==> config.mk <==
export PLATFORM = sky130hd
export DESIGN_NAME = blt_copy
export DESIGN_NICKNAME = d
export VERILOG_FILES = /design/src/hdl/blt_pkg.sv /design/src/hdl/blt_copy.sv
export SDC_FILE = /design/constraint.sdc
export NUM_CORES = 1
export LEC_CHECK = 0
export BUFFER_PORTS_ARGS = -buffer_cell sky130_fd_sc_hd__buf_2
export CORE_MARGIN = 4
export CORE_UTILIZATION = 60
export DETAILED_ROUTE_END_ITERATION = 7
export PLACE_DENSITY = 0.86
export REMOVE_ABC_BUFFERS = 1
export SYNTH_ARGS = -nofsm -noshare
export SYNTH_HDL_FRONTEND = slang
export SYNTH_SLANG_ARGS = --single-unit
==> constraint.sdc <==
create_clock -name clock -period 7.4 [get_ports clock]
set_input_delay 1.11 -clock clock [delete_from_list [all_inputs] [get_ports clock]]
set_output_delay 1.11 -clock clock [all_outputs]
set_load 0.05 [all_outputs]
==> src/hdl/blt_pkg.sv <==
`default_nettype none
// ----------------------------------------------------------------------------
// blt_pkg
// Shared types and constants of the clipped color-key blitter.
// ----------------------------------------------------------------------------
package blt_pkg;

   // command codes
   localparam logic [1:0] OP_WRITE = 2'd0;
   localparam logic [1:0] OP_READ  = 2'd1;
   localparam logic [1:0] OP_BLIT  = 2'd2;

   // configuration register indexes
   localparam int CSR_IDX_W = 4;
   localparam int CSR_DAT_W = 18;
   localparam logic [CSR_IDX_W-1:0] REG_SRC_BASE   = 4'd0;
   localparam logic [CSR_IDX_W-1:0] REG_SRC_STRIDE = 4'd1;
   localparam logic [CSR_IDX_W-1:0] REG_SRC_WIDTH  = 4'd2;
   localparam logic [CSR_IDX_W-1:0] REG_SRC_HEIGHT = 4'd3;
   localparam logic [CSR_IDX_W-1:0] REG_DST_BASE   = 4'd4;
   localparam logic [CSR_IDX_W-1:0] REG_DST_STRIDE = 4'd5;
   localparam logic [CSR_IDX_W-1:0] REG_DST_WIDTH  = 4'd6;
   localparam logic [CSR_IDX_W-1:0] REG_DST_HEIGHT = 4'd7;

   // reset values
   localparam logic [17:0] RST_BASE   = 18'd0;
   localparam logic [12:0] RST_STRIDE = 13'd320;
   localparam logic [11:0] RST_WIDTH  = 12'd320;
   localparam logic [11:0] RST_HEIGHT = 12'd200;

   typedef enum logic [1:0] {
      ST_IDLE,
      ST_SETUP,
      ST_COPY
   } state_type;

   typedef struct packed {
      logic [17:0] src_base;
      logic [12:0] src_stride;
      logic [11:0] src_width;
      logic [11:0] src_height;
      logic [17:0] dst_base;
      logic [12:0] dst_stride;
      logic [11:0] dst_width;
      logic [11:0] dst_height;
   } csr_type;

   // prepared blit geometry
   typedef struct packed {
      logic        reject;
      logic        use_key;
      logic        back;
      logic [11:0] width;
      logic [11:0] height;
   } geom_type;

endpackage
`default_nettype wire

==> src/hdl/blt_copy.sv <==
`default_nettype none
// ----------------------------------------------------------------------------
// blt_copy
// Pixel copy engine: one frame memory read per cycle, write-back in the cycle
// after the read, with forwarding when a read hits the address being written.
// ----------------------------------------------------------------------------
module blt_copy #(
   parameter int AW = 18
) (
   input  wire logic              clock,
   input  wire logic              reset,
   input  wire logic              start,
   input  wire blt_pkg::geom_type geom,
   input  wire logic [AW-1:0]     src_anchor,
   input  wire logic [AW-1:0]     dst_anchor,
   input  wire logic [12:0]       src_stride,
   input  wire logic [12:0]       dst_stride,
   input  wire logic [7:0]        rd_data,
   output logic                   rd_en,
   output logic [AW-1:0]          rd_addr,
   output logic                   wr_en,
   output logic [AW-1:0]          wr_addr,
   output logic [7:0]             wr_data,
   output logic                   done
);

   import blt_pkg::*;

   logic          active_ff, pend_ff, hit_ff, done_ff;
   logic          back_ff, key_ff;
   logic [11:0]   wlast_ff, xcnt_ff, ycnt_ff;
   logic [AW-1:0] sp_ff, dp_ff, sanc_ff, danc_ff, pend_addr_ff;
   logic [7:0]    fwd_ff;

   logic          empty, row_end, last, hit_in;
   logic [AW-1:0] sanc_in, danc_in;
   logic [7:0]    pix;

   always_comb begin
      empty   = (geom.width == 12'd0) || (geom.height == 12'd0);
      row_end = xcnt_ff == 12'd0;
      last    = row_end && (ycnt_ff == 12'd0);
      sanc_in = back_ff ? sanc_ff - AW'(src_stride) : sanc_ff + AW'(src_stride);
      danc_in = back_ff ? danc_ff - AW'(dst_stride) : danc_ff + AW'(dst_stride);
      pix     = hit_ff ? fwd_ff : rd_data;
      wr_en   = pend_ff && (!key_ff || (pix != 8'd0));
      hit_in  = wr_en && active_ff && (sp_ff == pend_addr_ff);
   end

   assign rd_en   = active_ff;
   assign rd_addr = sp_ff;
   assign wr_addr = pend_addr_ff;
   assign wr_data = pix;
   assign done    = done_ff;

   always_ff @(posedge clock) begin
      if (reset) begin
         active_ff <= 1'b0;
         pend_ff   <= 1'b0;
         hit_ff    <= 1'b0;
         done_ff   <= 1'b0;
      end else begin
         pend_ff <= active_ff;
         hit_ff  <= hit_in;
         // last write goes out in the cycle after the last read
         done_ff <= (pend_ff && !active_ff) || (start && empty);
         if (start) begin
            active_ff <= !empty;
         end else if (active_ff && last) begin
            active_ff <= 1'b0;
         end
      end
   end

   always_ff @(posedge clock) begin
      pend_addr_ff <= dp_ff;
      fwd_ff       <= pix;
      if (start) begin
         back_ff  <= geom.back;
         key_ff   <= geom.use_key;
         wlast_ff <= geom.width - 12'd1;
         xcnt_ff  <= geom.width - 12'd1;
         ycnt_ff  <= geom.height - 12'd1;
         sanc_ff  <= src_anchor;
         danc_ff  <= dst_anchor;
         sp_ff    <= src_anchor;
         dp_ff    <= dst_anchor;
      end else if (active_ff) begin
         if (row_end) begin
            sanc_ff <= sanc_in;
            danc_ff <= danc_in;
            sp_ff   <= sanc_in;
            dp_ff   <= danc_in;
            xcnt_ff <= wlast_ff;
            ycnt_ff <= ycnt_ff - 12'd1;
         end else begin
            sp_ff   <= back_ff ? sp_ff - AW'(1) : sp_ff + AW'(1);
            dp_ff   <= back_ff ? dp_ff - AW'(1) : dp_ff + AW'(1);
            xcnt_ff <= xcnt_ff - 12'd1;
         end
      end
   end

endmodule
`default_nettype wire

==> results.txt <==
Most common cell after layout, fill and taps aside = buf_2
Maximum number of pins on one net before global-route repair = 82
Setup Viol. Count Final = 0
Clk_skew = 0.01078 ns
Number of cells traversed by the worst register-to-register path = 13
Via total after detailed routing = 8298
Hold path start = dp_ff[16]
CTS root buf = clkbuf_16
Total Neg Setup Slack = 0 ns
Buffer depth of the longest clock path = 2
Shortest clock period the worst path allows after layout = 4.375 ns
Number of pins with negative max-slew slack in the final report = 0
Startpoint of the most critical setup path = dst_stride[6]
Port buffer count = 145
Largest area contributor in the synthesized netlist = edfxtp_1
Global Route Usage Sum = 26.06%
Commonest cells after routing, fill and taps aside = buf_2 (144), edfxtp_1 (110), a21oi_1 (85)
Sequential fraction of the synthesis area = 39.40%
Clock sink total = 140
Die extent in x = 136.5 um
Top area cells in the synthesized netlist = edfxtp_1 (33%), ha_1 (9.1%), xnor2_1 (7.0%)
Filler Cells Inserted = 1179
Class of the tightest hold or removal check = flip-flop to flip-flop
RSZ-0062 raised after global routing = false
Number of CTS-inserted buffers = 17
Clock tree from TritonCTS = done
Clock latency on the worst-skew pair = 0.42 ns
Post-synthesis instance area = 9907 um^2
Number of standard-cell rows in the floorplan = 46
Number of nets in the layout = 1342
Number of enable flip-flop cells after synthesis = 110
Area growth from synthesis to layout = 14.87%
Routability cong. = 0.9224
Final Hold Vio Count = 0
Hold Path Depth = 0
Critical-path cell list = buf_2 -> nor4_1 -> nand2b_1 -> nor4_2 -> nand2_1 -> o31ai_1 -> ha_1 -> a21o_1 -> a21o_2 -> and2b_2 -> or4b_4 -> a31o_1 -> a21oi_2 -> xnor2_1 -> o21ai_1
Number of antenna violations at the first check in global routing = 0
Lkg Pwr = 4.700 nW
Global-route wire length before repair = 38.65 mm
Crit path arrival time = 4.51 ns
Slew at the pin closest to its max-slew limit = 1.093 ns
Critical path start-end classification = input port to flip-flop
Number of vias per cell after detailed routing = 5.948
Drt wl/cell = 17.18 um
Primary flip-flop cell chosen by synthesis mapping = edfxtp_1
Yosys warns = 0
Starting density of the core = 61.70%
Antenna-violating nets left = 0
Outcome = finished, final reports clean
Antenna diode instance count = 0
Final wirelength = 23.97 mm
Post-route DRC = 0
Count of hold buffers inserted by post-cts repair = 0
Async S/R FF share, synth = 0%
Number of top-level pins = 147
H-tree depth = 4
Max frequency = 228.6 MHz
Floorplan die area = 18630 um^2
Clk slew on worst S/H paths = 0.06 ns
Total power density per cell area = 297.1 nW/um^2
Drt initial violations = 563
Area of the core region = 16060 um^2
Largest voltage drop on the vdd net = 0.1714 mV
Grt total ovfl = 0
Total power after layout = 0.003381 W
Post-cts gate resize count = 0
HPWL after detailed placement = 17.65 mm
Area share of the largest cell type after synthesis = 33.34%
Kind of start point of the critical path = input port
Library cells used by synthesis = 68
Average cell area after synthesis = 9.618 um^2
Worst flop-to-flop path startpoint = back_ff
Number of flip-flops and latches in the synthesized netlist = 140
Setup Fix Bufs, Post-CTS = 0
Number of maximum-capacitance constraint violations = 0
Required time of the worst setup path = 7.54 ns
Final cycle utilization of the critical path = 59.12%
Cell with the largest stage delay on the worst path = or4b_4
Ratio of cells with drive above 1 in the final layout = 19.17%
Maximum fanout along the worst path = 4
Die Span Y = 136.5 um
Endpoint kind of the worst setup timing path = flip-flop
First-pass detailed-route iteration total = 5
Vias in the first global route = 7932
Max incr delay on CP = 0.46 ns
Worst rel slew slack = 26.99%
Gate Count Post-Synth = 1030
==> critical path: cells and delay by family <==
family	cells	cell delay, ns
AOI/OAI and AO/OA	6	1.13
xor gates and xnor gates	1	0.17
buffers and inverters	1	0.11
adders and majority gates	1	0.32
and+or+nand+nor	6	1.66
==> report_power, final <==
group / leakage, nW / internal (W) / switching, W
clock: 0.266 / 0.000497 / 0.000342
combinational: 3.10 / 0.000554 / 0.000873
sequential: 1.33 / 0.00102 / 0.0000944
total: 4.70 / 0.00207 / 0.00131
==> metrics by stage <==
| step | area [um^2] | cells | util, % | hold slack, ns | worst slack [ns] |
|---|---|---|---|---|---|
| after floorplan | 9747 | 996 | - | 0.3521 | 2.090 |
| after global placement | 10800 | 1363 | 67.28 | 0.3632 | 2.698 |
| after detailed placement | 10800 | 1363 | 67.28 | 0.3624 | 2.580 |
| after CTS | 11380 | 1395 | 70.87 | 0.3760 | 3.017 |
| after global routing | 11380 | 1395 | 70.87 | 0.3940 | 2.722 |
| final | 11380 | 1395 | 70.87 | 0.3814 | 3.025 |
==> sequential cells by signal (all words and copies together) (netlist names) <==
signal    flops
rd_addr      18
back_ff       1
done          1
sanc_ff      18
xcnt_ff      12
wlast_ff     12
wr_addr      18
key_ff        1
hit_ff        1
pend_ff       1
ycnt_ff      12
rd_en         1
fwd_ff        8
danc_ff      18
dp_ff        18
==> synth_stat cells (3+ instances only) <==
cell	n
dfxtp_1	30
xor2_1	45
nand2b_1	21
a311oi_1	3
a21o_1	17
nor3_1	40
mux2_2	29
and3_1	5
o21ai_0	82
nand4_1	10
xnor2_1	79
o31ai_1	6
o211ai_1	6
o21a_1	9
nor2_1	78
o31a_1	5
o221ai_1	7
a211oi_1	20
buf_2	4
a21oi_1	85
fa_1	4
a31oi_1	10
inv_1	42
buf_1	4
nor2b_1	10
o21ai_1	3
clkbuf_1	23
nand3_1	11
nor4_1	10
o21bai_1	6
or3_1	11
nor3b_1	3
nand2_1	74
mux2i_1	17
ha_1	72
edfxtp_1	110
==> cells by family (layout without fill, tap and decap cells) <==
family                   count (synthesis)  after routing  synth area share [%]
AO/OA/AOI/OAI                          281            281                 17.49
XOR/XNOR                               124            124                 10.96
adder cells (fa/ha/maj)                 76             76                 9.901
buffers and inverters                   76            225                 3.208
AND/OR/NAND/NOR                        287            287                 14.02
multiplexers                            46             46                 5.014
flip-flops                             140            140                 39.40
==> worst paths after layout <==
kind / to / slack (ns)
setup / recovery: danc_ff[17] / 3.02
hold / removal: wr_addr[16] / 0.38
setup reg to reg: danc_ff[17] / 3.32
hold reg to reg: wr_addr[16] / 0.38
==> per-layer routing <==
metal | up-vias | GRT usage [%] | share of wire, %
met5 | - | 0 | 0
met4 | 0 | 10.19 | 3.6
met1 | 3877 | 33.36 | 42
li1 | 4068 | - | -
met3 | 59 | 3.897 | 6.5
met2 | 294 | 44.52 | 48
==> area by class of cell <==
type / count / area [um^2] / share of cell area [%]
clock inverters: 14 / 146.4 / 1.286
repair buffers: 151 / 773.2 / 6.795
clock buffers: 18 / 429.2 / 3.771
well taps: 216 / 270.3 / 2.375
inverters: 42 / 157.7 / 1.385
multi-input cells: 814 / 5699 / 50.08
flip-flops and latches: 140 / 3904 / 34.30
Note: power is estimated with default switching activity, not from simulation.
