### config.mk
export PLATFORM = sky130hd
export DESIGN_NAME = blt_geom
export DESIGN_NICKNAME = d
export VERILOG_FILES = /design/src/hdl/blt_pkg.sv /design/src/hdl/blt_geom.sv
export SDC_FILE = /design/constraint.sdc
export NUM_CORES = 2
export LEC_CHECK = 0
export ABC_AREA = 1
export BUFFER_PORTS_ARGS = -buffer_cell sky130_fd_sc_hd__buf_2
export CAP_MARGIN = 40
export CORE_ASPECT_RATIO = 1.1
export CORE_MARGIN = 2
export CORE_UTILIZATION = 50
export DETAILED_ROUTE_END_ITERATION = 7
export PLACE_DENSITY_LB_ADDON = 0.2
export SYNTH_ARGS = -nofsm -noshare
export SYNTH_HDL_FRONTEND = slang
export SYNTH_SLANG_ARGS = --single-unit
### constraint.sdc
create_clock -name clock -period 15.8 [get_ports clock]
set_clock_uncertainty 0.05 [all_clocks]
set_input_delay 0.79 -clock clock [delete_from_list [all_inputs] [get_ports clock]]
set_output_delay 0.79 -clock clock [all_outputs]
set_load 0.01 [all_outputs]
### src/hdl/blt_pkg.sv
`default_nettype none
// ----------------------------------------------------------------------------
// blt_pkg
// Shared types and constants of the clipped color-key blitter.
// ----------------------------------------------------------------------------
package blt_pkg;

   // command codes
   localparam logic [1:0] OP_WRITE = 2'd0;
   localparam logic [1:0] OP_READ  = 2'd1;
   localparam logic [1:0] OP_BLIT  = 2'd2;

   // configuration register indexes
   localparam int CSR_IDX_W = 4;
   localparam int CSR_DAT_W = 18;
   localparam logic [CSR_IDX_W-1:0] REG_SRC_BASE   = 4'd0;
   localparam logic [CSR_IDX_W-1:0] REG_SRC_STRIDE = 4'd1;
   localparam logic [CSR_IDX_W-1:0] REG_SRC_WIDTH  = 4'd2;
   localparam logic [CSR_IDX_W-1:0] REG_SRC_HEIGHT = 4'd3;
   localparam logic [CSR_IDX_W-1:0] REG_DST_BASE   = 4'd4;
   localparam logic [CSR_IDX_W-1:0] REG_DST_STRIDE = 4'd5;
   localparam logic [CSR_IDX_W-1:0] REG_DST_WIDTH  = 4'd6;
   localparam logic [CSR_IDX_W-1:0] REG_DST_HEIGHT = 4'd7;

   // reset values
   localparam logic [17:0] RST_BASE   = 18'd0;
   localparam logic [12:0] RST_STRIDE = 13'd320;
   localparam logic [11:0] RST_WIDTH  = 12'd320;
   localparam logic [11:0] RST_HEIGHT = 12'd200;

   typedef enum logic [1:0] {
      ST_IDLE,
      ST_SETUP,
      ST_COPY
   } state_type;

   typedef struct packed {
      logic [17:0] src_base;
      logic [12:0] src_stride;
      logic [11:0] src_width;
      logic [11:0] src_height;
      logic [17:0] dst_base;
      logic [12:0] dst_stride;
      logic [11:0] dst_width;
      logic [11:0] dst_height;
   } csr_type;

   // prepared blit geometry
   typedef struct packed {
      logic        reject;
      logic        use_key;
      logic        back;
      logic [11:0] width;
      logic [11:0] height;
   } geom_type;

endpackage
`default_nettype wire

### src/hdl/blt_geom.sv
`default_nettype none
// ----------------------------------------------------------------------------
// blt_geom
// Three-stage setup pipeline for a blit: bounds check, origin clamp and
// clip, start addresses, copy direction and first-pixel anchors.
// ----------------------------------------------------------------------------
module blt_geom #(
   parameter int AW = 18
) (
   input  wire logic                     clock,
   input  wire logic                     reset,
   input  wire logic                     go,
   input  wire blt_pkg::csr_type         csr,
   input  wire logic signed [11:0]       src_col,
   input  wire logic signed [11:0]       src_row,
   input  wire logic signed [11:0]       dst_col,
   input  wire logic signed [11:0]       dst_row,
   input  wire logic signed [12:0]       rect_width,
   input  wire logic signed [12:0]       rect_height,
   input  wire logic                     use_key,
   output logic                          valid,
   output blt_pkg::geom_type             geom,
   output logic [AW-1:0]                 src_anchor,
   output logic [AW-1:0]                 dst_anchor
);

   import blt_pkg::*;

   // stage a
   logic        va_ff;
   logic        rej_a_ff, key_a_ff;
   logic [11:0] w_a_ff, h_a_ff;
   logic [10:0] sc_a_ff, dc_a_ff;
   logic [23:0] ps_a_ff, pd_a_ff;
   // stage b
   logic          vb_ff;
   logic          rej_b_ff, key_b_ff;
   logic [11:0]   w_b_ff, h_b_ff;
   logic [AW-1:0] sa_b_ff, da_b_ff;
   logic [24:0]   ps_b_ff, pd_b_ff;
   // stage c
   logic          vc_ff;
   geom_type      geom_ff;
   logic [AW-1:0] sanc_ff, danc_ff;

   logic        rej_a_in;
   logic [10:0] sc_c, sr_c, dc_c, dr_c;
   logic [13:0] hsum, wsum;
   logic [11:0] h_a_in, w_a_in;
   logic [11:0] wm1;
   logic [AW-1:0] sa_b_in, da_b_in;
   logic          back_in;

   always_comb begin
      rej_a_in = (src_col >= $signed({1'b0, csr.src_width}))
              || (src_row >= $signed({1'b0, csr.src_height}))
              || (dst_col >= $signed({1'b0, csr.dst_width}))
              || (dst_row >= $signed({1'b0, csr.dst_height}))
              || rect_height[12]
              || rect_width[12] || (rect_width == 13'sd0);
      sc_c = src_col[11] ? 11'd0 : src_col[10:0];
      sr_c = src_row[11] ? 11'd0 : src_row[10:0];
      dc_c = dst_col[11] ? 11'd0 : dst_col[10:0];
      dr_c = dst_row[11] ? 11'd0 : dst_row[10:0];
      // clip size to the destination viewport
      hsum = 14'(dr_c) + 14'(rect_height[11:0]);
      wsum = 14'(dc_c) + 14'(rect_width[11:0]);
      h_a_in = (hsum > 14'(csr.dst_height)) ? (csr.dst_height - 12'(dr_c))
                                             : rect_height[11:0];
      w_a_in = (wsum > 14'(csr.dst_width)) ? (csr.dst_width - 12'(dc_c))
                                           : rect_width[11:0];
   end

   always_comb begin
      sa_b_in = AW'(csr.src_base) + AW'(sc_a_ff) + AW'(ps_a_ff);
      da_b_in = AW'(csr.dst_base) + AW'(dc_a_ff) + AW'(pd_a_ff);
      wm1     = w_b_ff - 12'd1;
      back_in = sa_b_ff < da_b_ff;
   end

   always_ff @(posedge clock) begin
      if (reset) begin
         va_ff <= 1'b0;
         vb_ff <= 1'b0;
         vc_ff <= 1'b0;
      end else begin
         va_ff <= go;
         vb_ff <= va_ff;
         vc_ff <= vb_ff;
      end
   end

   always_ff @(posedge clock) begin
      rej_a_ff <= rej_a_in;
      key_a_ff <= use_key;
      w_a_ff   <= w_a_in;
      h_a_ff   <= h_a_in;
      sc_a_ff  <= sc_c;
      dc_a_ff  <= dc_c;
      ps_a_ff  <= 24'(sr_c) * 24'(csr.src_stride);
      pd_a_ff  <= 24'(dr_c) * 24'(csr.dst_stride);

      rej_b_ff <= rej_a_ff;
      key_b_ff <= key_a_ff;
      w_b_ff   <= w_a_ff;
      h_b_ff   <= h_a_ff;
      sa_b_ff  <= sa_b_in;
      da_b_ff  <= da_b_in;
      ps_b_ff  <= (25'(h_a_ff) - 25'd1) * 25'(csr.src_stride);
      pd_b_ff  <= (25'(h_a_ff) - 25'd1) * 25'(csr.dst_stride);

      geom_ff.reject  <= rej_b_ff;
      geom_ff.use_key <= key_b_ff;
      geom_ff.back    <= back_in;
      geom_ff.width   <= w_b_ff;
      geom_ff.height  <= h_b_ff;
      // bottom-right pixel first when copying backward
      if (back_in) begin
         sanc_ff <= sa_b_ff + AW'(ps_b_ff) + AW'(wm1);
         danc_ff <= da_b_ff + AW'(pd_b_ff) + AW'(wm1);
      end else begin
         sanc_ff <= sa_b_ff;
         danc_ff <= da_b_ff;
      end
   end

   assign valid      = vc_ff;
   assign geom       = geom_ff;
   assign src_anchor = sanc_ff;
   assign dst_anchor = danc_ff;

endmodule
`default_nettype wire

==> metrics.md <==
| Metric | Value |
|---|---|
| Status | finished clean |
| # IOs | about 250 |
| Min-delay worst type | input port to register |
| Final worst slack | 8.22 ns |
| GR Util All Layers | about a quarter |
| Chip width | between 200 and 250 µm |
| Data arrival, critical path | roughly 8 ns |
| Gpl congestion | 0.930 |
| CTS buffer count | 28 |
| #FFs+latches synth | between 200 and 250 |
| Clk_lat worst skew | ~0.57 ns |
| WP buf/inv | 8 |
| Final setup violation count | 0 |
| Clk buf depth | 3 |
| Synth warn | 0 |
| Number of enable flip-flop cells after synthesis | 0 |
| Post-DP HPWL | between 60000 and 70000 µm |
| Congestion Overflow GR | 0 |
| Final Hold Viols | 0 |
| Root buf cell | clkbuf_16 |
| Total wire length | about 83000 µm |
| Rows | 95 |
| Share of the synthesized area in the top cell type | 27.4% |
| FFs w/ async S/R, synth | 0% |
| Max-cap violation count | 0 |
| Final instance area | roughly 0.034 mm² |
| Clk slew on worst S/H paths | roughly 0.070 ns |
| Hold_buf cts | 0 |
| Syn nets | slightly below 5k |
| CTS H-Tree Depth | 1 |
| DRC | 0 |
| Post-CTS Resized | 0 |
| Post-synthesis cell type count | between 50 and 60 |
| Die span in y | about 260 µm |
| Max_slew headroom | between 30% and 40% |
| RSZ-0062 raised after global routing | false |
| Pre-CTS setup slack | between 8 and 9 ns |
| Fin crit share | 48.0% |
| Port Buf Inserts | approximately 250 |
| First DRT Iteration DRCs | 1480 |
| Commonest cells post-synth | inv_1, nand2_1, fa_1 |
| Setup_tns | 0 ns |
| Largest net degree at the start of global routing | 52 |
| CP delay by family, top | adder cells |
| CP Capture Type | register |
| Ys flop type | dfxtp_1 |
| CP dominant cell by count | nand2_1 |
| DR vias/cell | 5.10 |
| Critical Path Slowest Stage Cell | dfxtp_1 |
| DR pass1 iterations | 6 |
| Tmin final | around 7.6 ns |
| Worst-path fanout max | 23 |
| Cell Area, Placed | between 0.03 and 0.04 mm² |
| Initial core utilization | between 50% and 60% |
| Type of origin of the critical path | register |
| Max incr delay on CP | roughly 0.94 ns |
| Synthesized area | between 0.03 and 0.04 mm² |
| Fmax | about 0.13 GHz |
| Most frequent cell after synthesis | inv_1 |
| Post-DR wirelength/cell | 17.1 µm |
| CTS tree | done |
| Largest area contributor in the netlist | fa_1 |
| Crit Path Class | register to register |
| Initial antenna violation count | 1 |
| Least-Margin Pin Slew | 0.942 ns |
| Register area share after synthesis | between 15 and 20% |
| Fraction of layout cells with a size suffix above 1 | 8.63% |
| Vias in the first global route | roughly 25k |
| # nets final | roughly 5.0k |
| CTS Sinks | between 200 and 250 |
| Post-CTS setup buffers | 0 |
| Core area | 0.0610 mm² |
| Via count | 24.8k |
| Antenna Nets Post-Route | 0 |
| Worst EP required | 16.21 ns |
| First-pass GRT wire length | 132000 µm |
| Die area | 0.0636 mm² |
| Syn_area_per_cell | between 8 and 9 µm² |
| Synth-to-layout area growth | 9.83% |
| Top cells by area, synth | fa_1, ha_1, dfxtp_1 |
| Syn Inst Count | 3808 |
| Max Slew Vio Count | 0 |
per-layer routing:
| layer | share of wire (%) | vias up | global-route usage [%] |
|---|---|---|---|
| met1 | 42 | 11700 | 35.3 |
| li1 | - | 12100 | - |
| met2 | 46 | 840 | 44.4 |
| met3 | 7.0 | 181 | 3.86 |
| met5 | 0 | - | 0 |
| met4 | 4.2 | 0 | 9.94 |
worst reg2reg max path, delay by kind of cell (launching register included):
kind	cells	cell delay (ns)
simple gates	10	1.14
flops	1	0.94
fa+ha+maj	8	3.41
compound gates	5	0.74
buf+inv	8	1.22
stage by stage:
stage	hold slack, ns	cells	util (%)
floorplan	0.260	3808	-
global placement	0.261	4803	53.7
detailed placement	0.262	4804	53.8
CTS	0.239	4856	55.5
global route	0.249	4856	55.5
finish	0.267	4857	55.5
registers in the layout, summed over array words and instances, names as in the netlist:
register    flops
rej_a_ff        1
geom           27
h_b_ff         12
key_a_ff        1
dst_anchor     18
va_ff           1
key_b_ff        1
h_a_ff         12
sa_b_ff        18
vb_ff           1
src_anchor     18
pd_b_ff        18
pd_a_ff        18
da_b_ff        18
w_b_ff         12
rej_b_ff        1
ps_b_ff        18
valid           1
dc_a_ff        11
ps_a_ff        18
sc_a_ff        11
w_a_ff         12
area by class of cell:
class                   count  area, µm²
repair buffers            255       1290
well taps                 824       1030
fillers                  5834      27100
inverters                 840       3150
clock buffers              29        704
clock inverters            23        345
flip-flops and latches    248       4960
diodes                      1       2.50
multi-input cells        2637      22300
worst paths after layout:
path	from	end	slack, ns	depth (start not counted)
setup / recovery	h_a_ff[0]	pd_b_ff[17]	8.22	31
hold / removal	use_key	key_a_ff	0.27	1
setup reg to reg	h_a_ff[0]	pd_b_ff[17]	8.22	31
hold reg to reg	h_b_ff[10]	geom[10]	0.28	0
cells in the final DEF, fill, tap and decap left out, types with 5 or more instances in the layout:
cell,count
inv_1,826
nand2_1,688
fa_1,422
ha_1,397
nor2_1,354
buf_2,251
dfxtp_1,248
a21oi_1,199
xor2_1,116
o21ai_0,98
nand3_1,92
xnor2_1,75
nand4_1,29
clkbuf_16,28
nor3_1,13
o21bai_1,13
o21ai_1,13
nand3b_1,12
nand2_2,11
a31oi_1,11
clkinv_1,9
a21o_1,9
nor4_1,9
or2_2,8
a21boi_0,8
o221ai_1,7
bufinv_16,7
o2111ai_1,6
inv_2,5
and2_1,5
o21a_1,5
clkinvlp_4,5
cells by family after synthesis:
group	share of synthesized area, %
fa+ha+maj	43.6
flops	16.1
compound gates	7.09
simple gates	16.4
buf+inv	11.4
xor+xnor	5.48
Power is left out: the tool's default activity adds up to more than one toggle a clock period on the data nets, which glitch-free logic cannot reach.
